## src/rtl/daltp_pkg.sv

```systemverilog
// daltp_pkg: shared types and constants for the dual-axis light tracker
// holds the microcode word, the control program and the register index codes
// no dependencies
package daltp_pkg;

    localparam int GAIN_W     = 24;
    localparam int ALPHA_W    = 17;
    localparam int INTEG_W    = 32;
    localparam int CFG_IDX_W  = 3;
    localparam int CFG_DATA_W = 24;
    localparam int STEPS_W    = 16;
    localparam int ALPHA_SHIFT = 16;
    localparam logic [ALPHA_W-1:0] ALPHA_ONE = 17'd65536;
    localparam int PC_W = 4;

    // configuration register indexes
    localparam logic [CFG_IDX_W-1:0] REG_ALPHA    = 3'd0;
    localparam logic [CFG_IDX_W-1:0] REG_AZ_PROP  = 3'd1;
    localparam logic [CFG_IDX_W-1:0] REG_AZ_INTEG = 3'd2;
    localparam logic [CFG_IDX_W-1:0] REG_AZ_DERIV = 3'd3;
    localparam logic [CFG_IDX_W-1:0] REG_EL_PROP  = 3'd4;
    localparam logic [CFG_IDX_W-1:0] REG_EL_INTEG = 3'd5;
    localparam logic [CFG_IDX_W-1:0] REG_EL_DERIV = 3'd6;

    // sensor channel order
    localparam logic [1:0] CH_NORTH = 2'd0;
    localparam logic [1:0] CH_WEST  = 2'd1;
    localparam logic [1:0] CH_EAST  = 2'd2;
    localparam logic [1:0] CH_SOUTH = 2'd3;

    // program steps
    localparam logic [PC_W-1:0] STEP_EMA0   = 4'd0;
    localparam logic [PC_W-1:0] STEP_EMA1   = 4'd1;
    localparam logic [PC_W-1:0] STEP_EMA2   = 4'd2;
    localparam logic [PC_W-1:0] STEP_EMA3   = 4'd3;
    localparam logic [PC_W-1:0] STEP_WB3    = 4'd4;
    localparam logic [PC_W-1:0] STEP_ERR    = 4'd5;
    localparam logic [PC_W-1:0] STEP_AZ_P   = 4'd6;
    localparam logic [PC_W-1:0] STEP_AZ_I   = 4'd7;
    localparam logic [PC_W-1:0] STEP_AZ_D   = 4'd8;
    localparam logic [PC_W-1:0] STEP_EL_P   = 4'd9;
    localparam logic [PC_W-1:0] STEP_EL_I   = 4'd10;
    localparam logic [PC_W-1:0] STEP_EL_D   = 4'd11;
    localparam logic [PC_W-1:0] STEP_EL_SUM = 4'd12;
    localparam logic [PC_W-1:0] STEP_DONE   = 4'd13;
    localparam logic [PC_W-1:0] STEP_LOAD   = 4'd14;

    typedef enum logic [2:0] {
        MUL_NONE,
        MUL_EMA,
        MUL_AZ_P,
        MUL_AZ_I,
        MUL_AZ_D,
        MUL_EL_P,
        MUL_EL_I,
        MUL_EL_D
    } t_mul_op;

    typedef enum logic [1:0] {
        ACC_HOLD,
        ACC_LOAD,
        ACC_ADD
    } t_acc_op;

    typedef enum logic [1:0] {
        JMP_NONE,
        JMP_UNPRIMED,
        JMP_ALWAYS
    } t_jmp;

    typedef enum logic {
        ST_IDLE,
        ST_RUN
    } t_seq_state;

    typedef struct packed {
        t_mul_op         mul_op;
        logic [1:0]      ch_mul;
        logic            ema_wr;
        logic [1:0]      ch_wr;
        logic            load_all;
        logic            err_upd;
        t_acc_op         acc_op;
        logic            hold_az;
        logic            prev_upd;
        logic            done;
        t_jmp            jmp;
        logic [PC_W-1:0] target;
    } t_ucode;

    typedef struct packed {
        logic   accept;
        logic   step_en;
        t_ucode uc;
    } t_dp_ctl;

    // control program: one word per step
    function automatic t_ucode ucode(input logic [PC_W-1:0] pc);
        t_ucode uc;
        uc = '0;
        case (pc)
            STEP_EMA0: begin
                uc.mul_op = MUL_EMA;  uc.ch_mul = CH_NORTH;
                uc.jmp = JMP_UNPRIMED; uc.target = STEP_LOAD;
            end
            STEP_EMA1: begin
                uc.mul_op = MUL_EMA;  uc.ch_mul = CH_WEST;
                uc.ema_wr = 1'b1;     uc.ch_wr = CH_NORTH;
            end
            STEP_EMA2: begin
                uc.mul_op = MUL_EMA;  uc.ch_mul = CH_EAST;
                uc.ema_wr = 1'b1;     uc.ch_wr = CH_WEST;
            end
            STEP_EMA3: begin
                uc.mul_op = MUL_EMA;  uc.ch_mul = CH_SOUTH;
                uc.ema_wr = 1'b1;     uc.ch_wr = CH_EAST;
            end
            STEP_WB3: begin
                uc.ema_wr = 1'b1;     uc.ch_wr = CH_SOUTH;
            end
            STEP_ERR: begin
                uc.err_upd = 1'b1;
            end
            STEP_AZ_P: begin
                uc.mul_op = MUL_AZ_P;
            end
            STEP_AZ_I: begin
                uc.mul_op = MUL_AZ_I; uc.acc_op = ACC_LOAD;
            end
            STEP_AZ_D: begin
                uc.mul_op = MUL_AZ_D; uc.acc_op = ACC_ADD;
            end
            STEP_EL_P: begin
                uc.mul_op = MUL_EL_P; uc.acc_op = ACC_ADD;
            end
            STEP_EL_I: begin
                uc.mul_op = MUL_EL_I; uc.acc_op = ACC_LOAD;
                uc.hold_az = 1'b1;
            end
            STEP_EL_D: begin
                uc.mul_op = MUL_EL_D; uc.acc_op = ACC_ADD;
            end
            STEP_EL_SUM: begin
                uc.acc_op = ACC_ADD;  uc.prev_upd = 1'b1;
            end
            STEP_DONE: begin
                uc.done = 1'b1;
            end
            STEP_LOAD: begin
                uc.load_all = 1'b1;
                uc.jmp = JMP_ALWAYS;  uc.target = STEP_ERR;
            end
            default: begin
                uc.done = 1'b1;
            end
        endcase
        return uc;
    endfunction

endpackage

```

## src/rtl/daltp_datapath.sv

```systemverilog
// daltp_datapath: sample filters, error and integral registers, shared multiplier,
// accumulator and result register of the light tracker, driven by one control word
// depends on daltp_pkg
module daltp_datapath #(
    parameter int SAMPLE_BITS   = 12,
    parameter int FRACTION_BITS = 16
) (
    input  logic                                  i_clk,
    input  logic                                  i_rst_n,
    input  daltp_pkg::t_dp_ctl                    i_ctl,
    input  logic [SAMPLE_BITS-1:0]                i_light_north,
    input  logic [SAMPLE_BITS-1:0]                i_light_west,
    input  logic [SAMPLE_BITS-1:0]                i_light_east,
    input  logic [SAMPLE_BITS-1:0]                i_light_south,
    input  logic                                  i_az_queue_has_space,
    input  logic                                  i_el_queue_has_space,
    input  logic [daltp_pkg::ALPHA_W-1:0]         i_alpha,
    input  logic signed [daltp_pkg::GAIN_W-1:0]   i_az_kp,
    input  logic signed [daltp_pkg::GAIN_W-1:0]   i_az_ki,
    input  logic signed [daltp_pkg::GAIN_W-1:0]   i_az_kd,
    input  logic signed [daltp_pkg::GAIN_W-1:0]   i_el_kp,
    input  logic signed [daltp_pkg::GAIN_W-1:0]   i_el_ki,
    input  logic signed [daltp_pkg::GAIN_W-1:0]   i_el_kd,
    output logic                                  o_primed,
    output logic signed [daltp_pkg::STEPS_W-1:0]  o_az_steps,
    output logic signed [daltp_pkg::STEPS_W-1:0]  o_el_steps,
    output logic                                  o_az_command_valid,
    output logic                                  o_el_command_valid,
    output logic signed [SAMPLE_BITS:0]           o_az_error_out,
    output logic signed [SAMPLE_BITS:0]           o_el_error_out
);
    import daltp_pkg::*;

    localparam int LVL_W = SAMPLE_BITS + FRACTION_BITS;
    localparam int ERR_W = SAMPLE_BITS + 1;
    localparam int DE_W  = SAMPLE_BITS + 2;
    localparam int MA_W  = (LVL_W + 1 > INTEG_W) ? LVL_W + 1 : INTEG_W;
    localparam int MB_W  = GAIN_W;
    localparam int P_W   = MA_W + MB_W;
    localparam int ACC_W = P_W + 2;
    localparam logic signed [ACC_W:0] FRAC_MASK =
        {{(ACC_W + 1 - FRACTION_BITS){1'b0}}, {FRACTION_BITS{1'b1}}};

    t_ucode uc;

    logic [SAMPLE_BITS-1:0]    r_sample [4];
    logic                      r_az_space;
    logic                      r_el_space;
    logic [LVL_W-1:0]          r_level [4];
    logic [LVL_W-1:0]          r_s_sel;
    logic signed [P_W-1:0]     r_prod;
    logic signed [ACC_W-1:0]   r_acc;
    logic signed [ERR_W-1:0]   r_e_az;
    logic signed [ERR_W-1:0]   r_e_el;
    logic signed [ERR_W-1:0]   r_prev_az;
    logic signed [ERR_W-1:0]   r_prev_el;
    logic signed [INTEG_W-1:0] r_integ_az;
    logic signed [INTEG_W-1:0] r_integ_el;
    logic signed [STEPS_W-1:0] r_az_hold;
    logic                      r_primed;

    logic signed [STEPS_W-1:0] r_az_steps;
    logic signed [STEPS_W-1:0] r_el_steps;
    logic                      r_az_cmd;
    logic                      r_el_cmd;
    logic signed [ERR_W-1:0]   r_az_err;
    logic signed [ERR_W-1:0]   r_el_err;

    logic [ALPHA_W-1:0]        alpha_eff;
    logic [LVL_W-1:0]          x_sel;
    logic [LVL_W-1:0]          s_sel;
    logic signed [LVL_W:0]     ema_diff;
    logic signed [P_W-1:0]     ema_sum;
    logic [LVL_W-1:0]          s_new;
    logic signed [ERR_W-1:0]   e_az_c;
    logic signed [ERR_W-1:0]   e_el_c;
    logic signed [DE_W-1:0]    de_az;
    logic signed [DE_W-1:0]    de_el;
    logic signed [MA_W-1:0]    mul_a;
    logic signed [MB_W-1:0]    mul_b;
    logic signed [ACC_W:0]     acc_x;
    logic signed [ACC_W:0]     q;
    logic signed [ACC_W:0]     q_neg;
    logic signed [STEPS_W-1:0] az_sat;
    logic signed [STEPS_W-1:0] el_sat;

    function automatic logic signed [INTEG_W-1:0] sat_integ(
        input logic signed [INTEG_W-1:0] acc,
        input logic signed [ERR_W-1:0]   e
    );
        logic signed [INTEG_W:0] sum;
        sum = (INTEG_W + 1)'(acc) + (INTEG_W + 1)'(e);
        if (sum[INTEG_W] != sum[INTEG_W-1]) begin
            return sum[INTEG_W] ? {1'b1, {(INTEG_W - 1){1'b0}}}
                                : {1'b0, {(INTEG_W - 1){1'b1}}};
        end
        return sum[INTEG_W-1:0];
    endfunction

    function automatic logic signed [STEPS_W-1:0] sat_steps(
        input logic signed [ACC_W:0] v
    );
        logic signed [ACC_W:0] hi;
        logic signed [ACC_W:0] lo;
        hi = (ACC_W + 1)'(32767);
        lo = -(ACC_W + 1)'(32768);
        if (v > hi) begin
            return 16'sh7FFF;
        end
        if (v < lo) begin
            return 16'sh8000;
        end
        return v[STEPS_W-1:0];
    endfunction

    assign uc = i_ctl.uc;

    always_comb begin
        alpha_eff = (i_alpha > ALPHA_ONE) ? ALPHA_ONE : i_alpha;
        x_sel     = {r_sample[uc.ch_mul], {FRACTION_BITS{1'b0}}};
        s_sel     = r_level[uc.ch_mul];
        ema_diff  = $signed({1'b0, x_sel}) - $signed({1'b0, s_sel});
        // floor of the weighted step, added onto the old level
        ema_sum   = $signed({{(P_W - LVL_W){1'b0}}, r_s_sel}) + (r_prod >>> ALPHA_SHIFT);
        s_new     = ema_sum[LVL_W-1:0];

        e_az_c = $signed({1'b0, r_level[CH_EAST][LVL_W-1:FRACTION_BITS]})
               - $signed({1'b0, r_level[CH_WEST][LVL_W-1:FRACTION_BITS]});
        e_el_c = $signed({1'b0, r_level[CH_NORTH][LVL_W-1:FRACTION_BITS]})
               - $signed({1'b0, r_level[CH_SOUTH][LVL_W-1:FRACTION_BITS]});
        de_az  = DE_W'(r_e_az) - DE_W'(r_prev_az);
        de_el  = DE_W'(r_e_el) - DE_W'(r_prev_el);

        case (uc.mul_op)
            MUL_EMA: begin
                mul_a = MA_W'(ema_diff);
                mul_b = $signed(MB_W'(alpha_eff));
            end
            MUL_AZ_P: begin
                mul_a = MA_W'(r_e_az);
                mul_b = i_az_kp;
            end
            MUL_AZ_I: begin
                mul_a = MA_W'(r_integ_az);
                mul_b = i_az_ki;
            end
            MUL_AZ_D: begin
                mul_a = MA_W'(de_az);
                mul_b = i_az_kd;
            end
            MUL_EL_P: begin
                mul_a = MA_W'(r_e_el);
                mul_b = i_el_kp;
            end
            MUL_EL_I: begin
                mul_a = MA_W'(r_integ_el);
                mul_b = i_el_ki;
            end
            MUL_EL_D: begin
                mul_a = MA_W'(de_el);
                mul_b = i_el_kd;
            end
            default: begin
                mul_a = '0;
                mul_b = '0;
            end
        endcase

        // truncate toward zero: bias negative sums before the shift
        acc_x  = (ACC_W + 1)'(r_acc) + (r_acc[ACC_W-1] ? FRAC_MASK : '0);
        q      = acc_x >>> FRACTION_BITS;
        q_neg  = -q;
        az_sat = sat_steps(q);
        el_sat = sat_steps(q_neg);
    end

    // loop state
    always_ff @(posedge i_clk) begin
        if (!i_rst_n) begin
            r_primed   <= 1'b0;
            r_integ_az <= '0;
            r_integ_el <= '0;
            r_prev_az  <= '0;
            r_prev_el  <= '0;
        end else if (i_ctl.step_en) begin
            if (uc.load_all) begin
                r_primed <= 1'b1;
            end
            if (uc.err_upd) begin
                if (r_az_space) begin
                    r_integ_az <= sat_integ(r_integ_az, e_az_c);
                end
                if (r_el_space) begin
                    r_integ_el <= sat_integ(r_integ_el, e_el_c);
                end
            end
            if (uc.prev_upd) begin
                r_prev_az <= r_e_az;
                r_prev_el <= r_e_el;
            end
        end
    end

    // working registers
    always_ff @(posedge i_clk) begin
        if (i_ctl.accept) begin
            r_sample[CH_NORTH] <= i_light_north;
            r_sample[CH_WEST]  <= i_light_west;
            r_sample[CH_EAST]  <= i_light_east;
            r_sample[CH_SOUTH] <= i_light_south;
            r_az_space         <= i_az_queue_has_space;
            r_el_space         <= i_el_queue_has_space;
        end
        if (i_ctl.step_en) begin
            if (uc.mul_op != MUL_NONE) begin
                r_prod <= mul_a * mul_b;
            end
            if (uc.mul_op == MUL_EMA) begin
                r_s_sel <= s_sel;
            end
            if (uc.load_all) begin
                for (int i = 0; i < 4; i++) begin
                    r_level[i] <= {r_sample[i], {FRACTION_BITS{1'b0}}};
                end
            end else if (uc.ema_wr) begin
                r_level[uc.ch_wr] <= s_new;
            end
            if (uc.err_upd) begin
                r_e_az <= e_az_c;
                r_e_el <= e_el_c;
            end
            case (uc.acc_op)
                ACC_LOAD: r_acc <= ACC_W'(r_prod);
                ACC_ADD:  r_acc <= r_acc + ACC_W'(r_prod);
                default:  r_acc <= r_acc;
            endcase
            if (uc.hold_az) begin
                r_az_hold <= az_sat;
            end
            if (uc.done) begin
                r_az_steps <= r_az_hold;
                r_el_steps <= el_sat;
                r_az_cmd   <= (r_az_hold != '0);
                r_el_cmd   <= (el_sat != '0);
                r_az_err   <= r_e_az;
                r_el_err   <= r_e_el;
            end
        end
    end

    assign o_primed           = r_primed;
    assign o_az_steps         = r_az_steps;
    assign o_el_steps         = r_el_steps;
    assign o_az_command_valid = r_az_cmd;
    assign o_el_command_valid = r_el_cmd;
    assign o_az_error_out     = r_az_err;
    assign o_el_error_out     = r_el_err;

endmodule

```

## src/rtl/daltp_sequencer.sv

```systemverilog
// daltp_sequencer: step counter, program lookup and channel handshakes
// holds the result valid flag; depends on daltp_pkg
module daltp_sequencer (
    input  logic               i_clk,
    input  logic               i_rst_n,
    input  logic               i_valid,
    output logic               o_ready,
    output logic               o_valid,
    input  logic               i_ready,
    input  logic               i_primed,
    output daltp_pkg::t_dp_ctl o_ctl
);
    import daltp_pkg::*;

    t_seq_state      r_state;
    t_seq_state      n_state;
    logic [PC_W-1:0] r_pc;
    logic [PC_W-1:0] n_pc;
    logic            r_out_valid;
    logic            n_out_valid;
    t_ucode          uc;
    logic            accept;
    logic            stall;
    logic            step_en;

    always_ff @(posedge i_clk) begin
        if (!i_rst_n) begin
            r_state     <= ST_IDLE;
            r_pc        <= STEP_EMA0;
            r_out_valid <= 1'b0;
        end else begin
            r_state     <= n_state;
            r_pc        <= n_pc;
            r_out_valid <= n_out_valid;
        end
    end

    always_comb begin
        uc      = ucode(r_pc);
        accept  = (r_state == ST_IDLE) && i_valid;
        // the final step waits until the result register is free
        stall   = uc.done && r_out_valid && !i_ready;
        step_en = (r_state == ST_RUN) && !stall;
        n_state = r_state;
        n_pc    = r_pc;
        case (r_state)
            ST_IDLE: begin
                if (i_valid) begin
                    n_state = ST_RUN;
                    n_pc    = STEP_EMA0;
                end
            end
            ST_RUN: begin
                if (step_en) begin
                    if (uc.done) begin
                        n_state = ST_IDLE;
                        n_pc    = STEP_EMA0;
                    end else if (uc.jmp == JMP_ALWAYS
                                 || (uc.jmp == JMP_UNPRIMED && !i_primed)) begin
                        n_pc = uc.target;
                    end else begin
                        n_pc = r_pc + 1'b1;
                    end
                end
            end
            default: begin
                n_state = ST_IDLE;
                n_pc    = STEP_EMA0;
            end
        endcase
        n_out_valid = (r_out_valid && !i_ready) || (step_en && uc.done);
    end

    assign o_ready       = (r_state == ST_IDLE);
    assign o_valid       = r_out_valid;
    assign o_ctl.accept  = accept;
    assign o_ctl.step_en = step_en;
    assign o_ctl.uc      = uc;

    a_accept_starts: assert property (@(posedge i_clk) disable iff (!i_rst_n)
        accept |=> (r_state == ST_RUN) && (r_pc == STEP_EMA0))
        else $error("transfer in did not start the program at its first step");

    a_done_sets_valid: assert property (@(posedge i_clk) disable iff (!i_rst_n)
        (step_en && uc.done) |=> r_out_valid && (r_state == ST_IDLE))
        else $error("finished program did not present a result");

    a_pc_in_range: assert property (@(posedge i_clk) disable iff (!i_rst_n)
        (r_state == ST_RUN) |-> (r_pc <= STEP_LOAD))
        else $error("step counter left the program");

    a_stall_only_at_end: assert property (@(posedge i_clk) disable iff (!i_rst_n)
        ((r_state == ST_RUN) && !step_en) |-> (uc.done && r_out_valid))
        else $error("program stalled away from its final step");

endmodule

```

## src/rtl/dual_axis_light_tracker_pid.sv

```systemverilog
// dual_axis_light_tracker_pid: top level with configuration registers
// instantiates daltp_sequencer and daltp_datapath; depends on daltp_pkg
//
// usage:
//   input channel i_valid / o_ready carries one set of four light samples and two
//   queue-space flags; output channel o_valid / i_ready carries the step commands,
//   their nonzero flags and the filtered errors. one result per input transfer.
//   configuration is a plain write port (i_cfg_we, i_cfg_index, i_cfg_data), taken
//   on any edge with i_cfg_we high; index 0 is alpha, 1..6 the azimuth and
//   elevation gains (p, i, d); other indexes are ignored. write only while idle.
//   timing: a small program runs on one shared multiplier, one step per cycle
//   unless parked at its final step. o_ready rises together with o_valid, and
//   no new item is taken until the program of the last one has finished, so the
//   rate is set by the program length on the single multiplier.
//   a result waits in the output register while the next item is accepted and
//   worked on; if the receiver still holds off, the program parks at its final
//   step until the register is taken.
//   reset clears the filters' primed flag, integrals, previous errors and the
//   result flag, and restores the register defaults.
module dual_axis_light_tracker_pid #(
    parameter int SAMPLE_BITS   = 12,
    parameter int FRACTION_BITS = 16
) (
    input  logic                                    i_clk,
    input  logic                                    i_rst_n,
    input  logic                                    i_valid,
    output logic                                    o_ready,
    input  logic [SAMPLE_BITS-1:0]                  i_light_north,
    input  logic [SAMPLE_BITS-1:0]                  i_light_west,
    input  logic [SAMPLE_BITS-1:0]                  i_light_east,
    input  logic [SAMPLE_BITS-1:0]                  i_light_south,
    input  logic                                    i_az_queue_has_space,
    input  logic                                    i_el_queue_has_space,
    output logic                                    o_valid,
    input  logic                                    i_ready,
    output logic signed [daltp_pkg::STEPS_W-1:0]    o_az_steps,
    output logic signed [daltp_pkg::STEPS_W-1:0]    o_el_steps,
    output logic                                    o_az_command_valid,
    output logic                                    o_el_command_valid,
    output logic signed [SAMPLE_BITS:0]             o_az_error_out,
    output logic signed [SAMPLE_BITS:0]             o_el_error_out,
    input  logic                                    i_cfg_we,
    input  logic [daltp_pkg::CFG_IDX_W-1:0]         i_cfg_index,
    input  logic [daltp_pkg::CFG_DATA_W-1:0]        i_cfg_data
);
    import daltp_pkg::*;

    logic [ALPHA_W-1:0]       r_alpha;
    logic signed [GAIN_W-1:0] r_az_kp;
    logic signed [GAIN_W-1:0] r_az_ki;
    logic signed [GAIN_W-1:0] r_az_kd;
    logic signed [GAIN_W-1:0] r_el_kp;
    logic signed [GAIN_W-1:0] r_el_ki;
    logic signed [GAIN_W-1:0] r_el_kd;

    t_dp_ctl ctl;
    logic    primed;

    always_ff @(posedge i_clk) begin
        if (!i_rst_n) begin
            r_alpha <= 17'd6554;
            r_az_kp <= 24'sd6554;
            r_az_ki <= '0;
            r_az_kd <= '0;
            r_el_kp <= 24'sd6554;
            r_el_ki <= '0;
            r_el_kd <= '0;
        end else if (i_cfg_we) begin
            case (i_cfg_index)
                REG_ALPHA:    r_alpha <= i_cfg_data[ALPHA_W-1:0];
                REG_AZ_PROP:  r_az_kp <= $signed(i_cfg_data[GAIN_W-1:0]);
                REG_AZ_INTEG: r_az_ki <= $signed(i_cfg_data[GAIN_W-1:0]);
                REG_AZ_DERIV: r_az_kd <= $signed(i_cfg_data[GAIN_W-1:0]);
                REG_EL_PROP:  r_el_kp <= $signed(i_cfg_data[GAIN_W-1:0]);
                REG_EL_INTEG: r_el_ki <= $signed(i_cfg_data[GAIN_W-1:0]);
                REG_EL_DERIV: r_el_kd <= $signed(i_cfg_data[GAIN_W-1:0]);
                default: ;
            endcase
        end
    end

    daltp_sequencer u_seq (
        .i_clk    (i_clk),
        .i_rst_n  (i_rst_n),
        .i_valid  (i_valid),
        .o_ready  (o_ready),
        .o_valid  (o_valid),
        .i_ready  (i_ready),
        .i_primed (primed),
        .o_ctl    (ctl)
    );

    daltp_datapath #(
        .SAMPLE_BITS   (SAMPLE_BITS),
        .FRACTION_BITS (FRACTION_BITS)
    ) u_dp (
        .i_clk                (i_clk),
        .i_rst_n              (i_rst_n),
        .i_ctl                (ctl),
        .i_light_north        (i_light_north),
        .i_light_west         (i_light_west),
        .i_light_east         (i_light_east),
        .i_light_south        (i_light_south),
        .i_az_queue_has_space (i_az_queue_has_space),
        .i_el_queue_has_space (i_el_queue_has_space),
        .i_alpha              (r_alpha),
        .i_az_kp              (r_az_kp),
        .i_az_ki              (r_az_ki),
        .i_az_kd              (r_az_kd),
        .i_el_kp              (r_el_kp),
        .i_el_ki              (r_el_ki),
        .i_el_kd              (r_el_kd),
        .o_primed             (primed),
        .o_az_steps           (o_az_steps),
        .o_el_steps           (o_el_steps),
        .o_az_command_valid   (o_az_command_valid),
        .o_el_command_valid   (o_el_command_valid),
        .o_az_error_out       (o_az_error_out),
        .o_el_error_out       (o_el_error_out)
    );

endmodule

```

## config.mk

```make
export PLATFORM = sky130hd
export DESIGN_NAME = dual_axis_light_tracker_pid
export DESIGN_NICKNAME = d
export VERILOG_FILES = /design/src/rtl/daltp_pkg.sv /design/src/rtl/daltp_datapath.sv /design/src/rtl/daltp_sequencer.sv /design/src/rtl/dual_axis_light_tracker_pid.sv
export SDC_FILE = /design/constraint.sdc
export NUM_CORES = 2
export LEC_CHECK = 0
export ABC_AREA = 1
export BUFFER_PORTS_ARGS = -buffer_cell sky130_fd_sc_hd__buf_2
export CAP_MARGIN = 20
export CORE_ASPECT_RATIO = 1.75
export CORE_UTILIZATION = 25
export CTS_CLUSTER_SIZE = 16
export DETAILED_ROUTE_END_ITERATION = 10
export MAX_ROUTING_LAYER = met4
export PLACE_DENSITY = 0.51
export SLEW_MARGIN = 15
export SYNTH_ARGS = -nofsm -noshare
export SYNTH_HDL_FRONTEND = slang
export SYNTH_SLANG_ARGS = --single-unit
```

## constraint.sdc

```tcl
create_clock -name i_clk -period 14 [get_ports i_clk]
set_input_delay 1.4 -clock i_clk [delete_from_list [all_inputs] [get_ports i_clk]]
set_output_delay 1.4 -clock i_clk [all_outputs]
set_load 0.02 [all_outputs]
```

==> impl_metrics.json <==
{
  "cts_tree": "built",
  "core_mm2": 0.276,
  "slew_headroom": 0.153,
  "synth.ff_latch_count": 664,
  "fin_util": 0.281,
  "synth_area_leader_cell": "fa_1",
  "rows": 255,
  "synth_fa_ha_area_frac": 0.298,
  "cts_hold_buf": 0,
  "clk_path_buf_depth": 3,
  "dieArea_mm2": 0.279,
  "setup_viol": 0,
  "synthSimpleGateAreaFrac": 0.197,
  "crit_required_ps": 14400,
  "synth_edf_count": 406,
  "grt_pass1_wl_mm": 379,
  "fmaxAchievable_ghz": 0.0784,
  "post_cts_resized": 0,
  "ys_warn_count": 0,
  "drt-wirelength-per-cell_um": 20.2,
  "synth_area_leaders": "fa_1 (23%), edfxtp_1 (18%), nand2_1 (11%)",
  "place_congestion": 0.979,
  "dieWidth_um": 400,
  "fill_cells": 30200,
  "synth_top_flop_cell": "edfxtp_1",
  "fin_crit_sh": 0.911,
  "synth-xor-area-share": 0.0259,
  "viasPerCell": 4.66,
  "layout-drive-gt1-share": 0.0622,
  "outcome": "complete, no violations",
  "cap_violations": 0,
  "fin_skew_ps": 77.0,
  "slew_violations": 0,
  "whs_ps": 447,
  "gr-total-overflow": 0,
  "num_io_pins": 144,
  "hold_path.class": "flip-flop to flip-flop",
  "synthCells": 8886,
  "syn_nets": 10100,
  "nets": 10200,
  "crit_type": "flip-flop to flip-flop",
  "path_max_fanout": 45,
  "crit_path_top_delay_cell": "nand3_2",
  "wirelength_mm": 255,
  "post_cts_buffers": 0,
  "first_pass_iters": 7,
  "dp.cells": 12500,
  "synth_top_family_by_area": "adder cells",
  "ys_seq_area_frac": 0.250,
  "start_util": 0.251,
  "grt_pass1_vias": 61600,
  "yosysUniqueCellTypes": 68,
  "critPathArrivalTime_ps": 13160,
  "r2r_setup_slack_ps": 1240,
  "cp-start-kind": "flip-flop",
  "layoutNonFillerInstCount": 12600,
  "clk-insertion-delay-late_ps": 740,
  "grt.total_usage": 0.187,
  "cts_buffers": 80,
  "grt_max_degree": 150,
  "drt_iter0_markers": 3510,
  "htree_levels": 3,
  "path_clk_slew_ps": 60,
  "drtAntennaViolNets": 0,
  "finalHoldViolCount": 0,
  "critPathMaxStageDelay_ps": 670,
  "syn_area_mm2": 0.0693,
  "antenna_found_initial": 19,
  "syn_avg_cell_area_um2": 7.80,
  "period_minus_slack_ps": 12760,
  "port_buffers": 143,
  "drc": 0,
  "vias": 58900,
  "areaGrowthSynthToFinish_pct": 11.6,
  "synthMuxAreaShare": 0,
  "ys_async_sr_fraction": 0,
  "clockRootBuffer": "clkbuf_16",
  "tns_ps": 0,
  "die_y_um": 699,
  "synth_compound_area_frac": 0.110,
  "dp_hpwl_mm": 205,
  "clock_sinks": 664,
  "synth_top_cell_area_share": 0.229,
  "grt_setup_unrepaired": "false",
  "tightest_slew_ps": 1270,
  "cp-end-kind": "flip-flop"
}
## logic make-up (layout without fill, tap and decap cells)
family | count (synthesis) | in the layout
flops | 664 | 664
compound gates | 1355 | 1355
other cells | 0 | 11
xor+xnor | 205 | 205
buf+inv | 2131 | 2264
fa+ha+maj | 1175 | 1175
simple gates | 3356 | 3356
## path summary, 6_finish.rpt
path                            cells after the start              end     startpoint
worst max-delay path                               42  u_dp.r_prod[55]  u_seq.r_pc[0]
worst min-delay path                                2      r_az_kd[21]    r_az_kd[21]
worst max register to register                     42  u_dp.r_prod[55]  u_seq.r_pc[0]
worst min register to register                      2      r_az_kd[21]    r_az_kd[21]
## synthesized netlist by cell type, drive strengths merged, types with 4 or more instances
| library cell | count |
|---|---|
| a21boi | 27 |
| nand4 | 66 |
| nand3 | 259 |
| o221ai | 7 |
| clkbuf | 182 |
| nor2 | 796 |
| ha | 383 |
| a21oi | 492 |
| a31oi | 52 |
| nand3b | 17 |
| a22o | 16 |
| dfxtp | 258 |
| a21o | 12 |
| and2 | 26 |
| edfxtp | 406 |
| o22ai | 42 |
| o311ai | 4 |
| o211ai | 16 |
| o21bai | 20 |
| o21a | 20 |
| inv | 1841 |
| nand2 | 2068 |
| a221oi | 47 |
| xor2 | 129 |
| nor4 | 37 |
| o2111ai | 10 |
| o31ai | 6 |
| buf | 105 |
| nor3 | 63 |
| xnor2 | 76 |
| o21ai | 547 |
| a2111oi | 5 |
| a211oi | 12 |
| a32oi | 13 |
| fa | 792 |
| or2 | 22 |
## cells in the final DEF, fill, tap and decap left out, types with 250 or more instances in the layout
| cell type | n |
|---|---|
| inv_1 | 1790 |
| a21oi_1 | 488 |
| nand2_1 | 2047 |
| nor2_1 | 765 |
| edfxtp_1 | 406 |
| ha_1 | 383 |
| fa_1 | 792 |
| o21ai_0 | 533 |
| nand3_1 | 250 |
| dfxtp_1 | 258 |
## layer usage
metal	GRT usage	vias to the layer above	share of wire
met1	0.193	28600	0.37
met2	0.335	1624	0.52
met4	0.113	0	0.072
met5	-	-	0
li1	-	27900	-
met3	0.0231	683	0.042
## worst max-delay path: cells and delay by family (launching register included)
| kind | cells | cell delay [ps] |
|---|---|---|
| fa+ha+maj | 10 | 4720 |
| simple gates | 15 | 3160 |
| compound gates | 7 | 2170 |
| buf+inv | 9 | 1730 |
| flops | 1 | 340 |
| xor+xnor | 1 | 190 |
## final cells by class
type / count / area (um^2) / area share
Clock inverter: 45 / 642 / 0.00830
Inverter: 1844 / 6930 / 0.0896
Antenna cell: 11 / 27.5 / 0.000356
Sequential cell: 664 / 17400 / 0.224
Clock buffer: 104 / 2210 / 0.0286
Timing Repair Buffer: 271 / 1700 / 0.0220
Multi-Input combinational cell: 6091 / 44000 / 0.568
Tap cell: 3598 / 4500 / 0.0582
## through the flow
step | cell area (um^2) | worst slack (ps)
detailed placement | 74400 | 1230
finish | 77300 | 1240
global placement | 74400 | 1110
CTS | 77300 | 1130
global route | 77300 | 339
floorplan | 69300 | 4350
## flip-flops by register name, indices dropped and copies added (netlist names), 17 cells and up
register	flops
u_dp.r_sample	48
r_az_kd	24
r_az_kp	24
u_dp.r_integ_az	32
u_dp.r_level	112
u_dp.r_acc	58
r_el_kp	24
r_el_kd	24
u_dp.r_s_sel	28
r_az_ki	24
u_dp.r_prod	56
u_dp.r_integ_el	32
r_alpha	17
r_el_ki	24
Power is not shown: default switching activity piles up to over one toggle a cycle in this logic, so the estimate is an artifact.
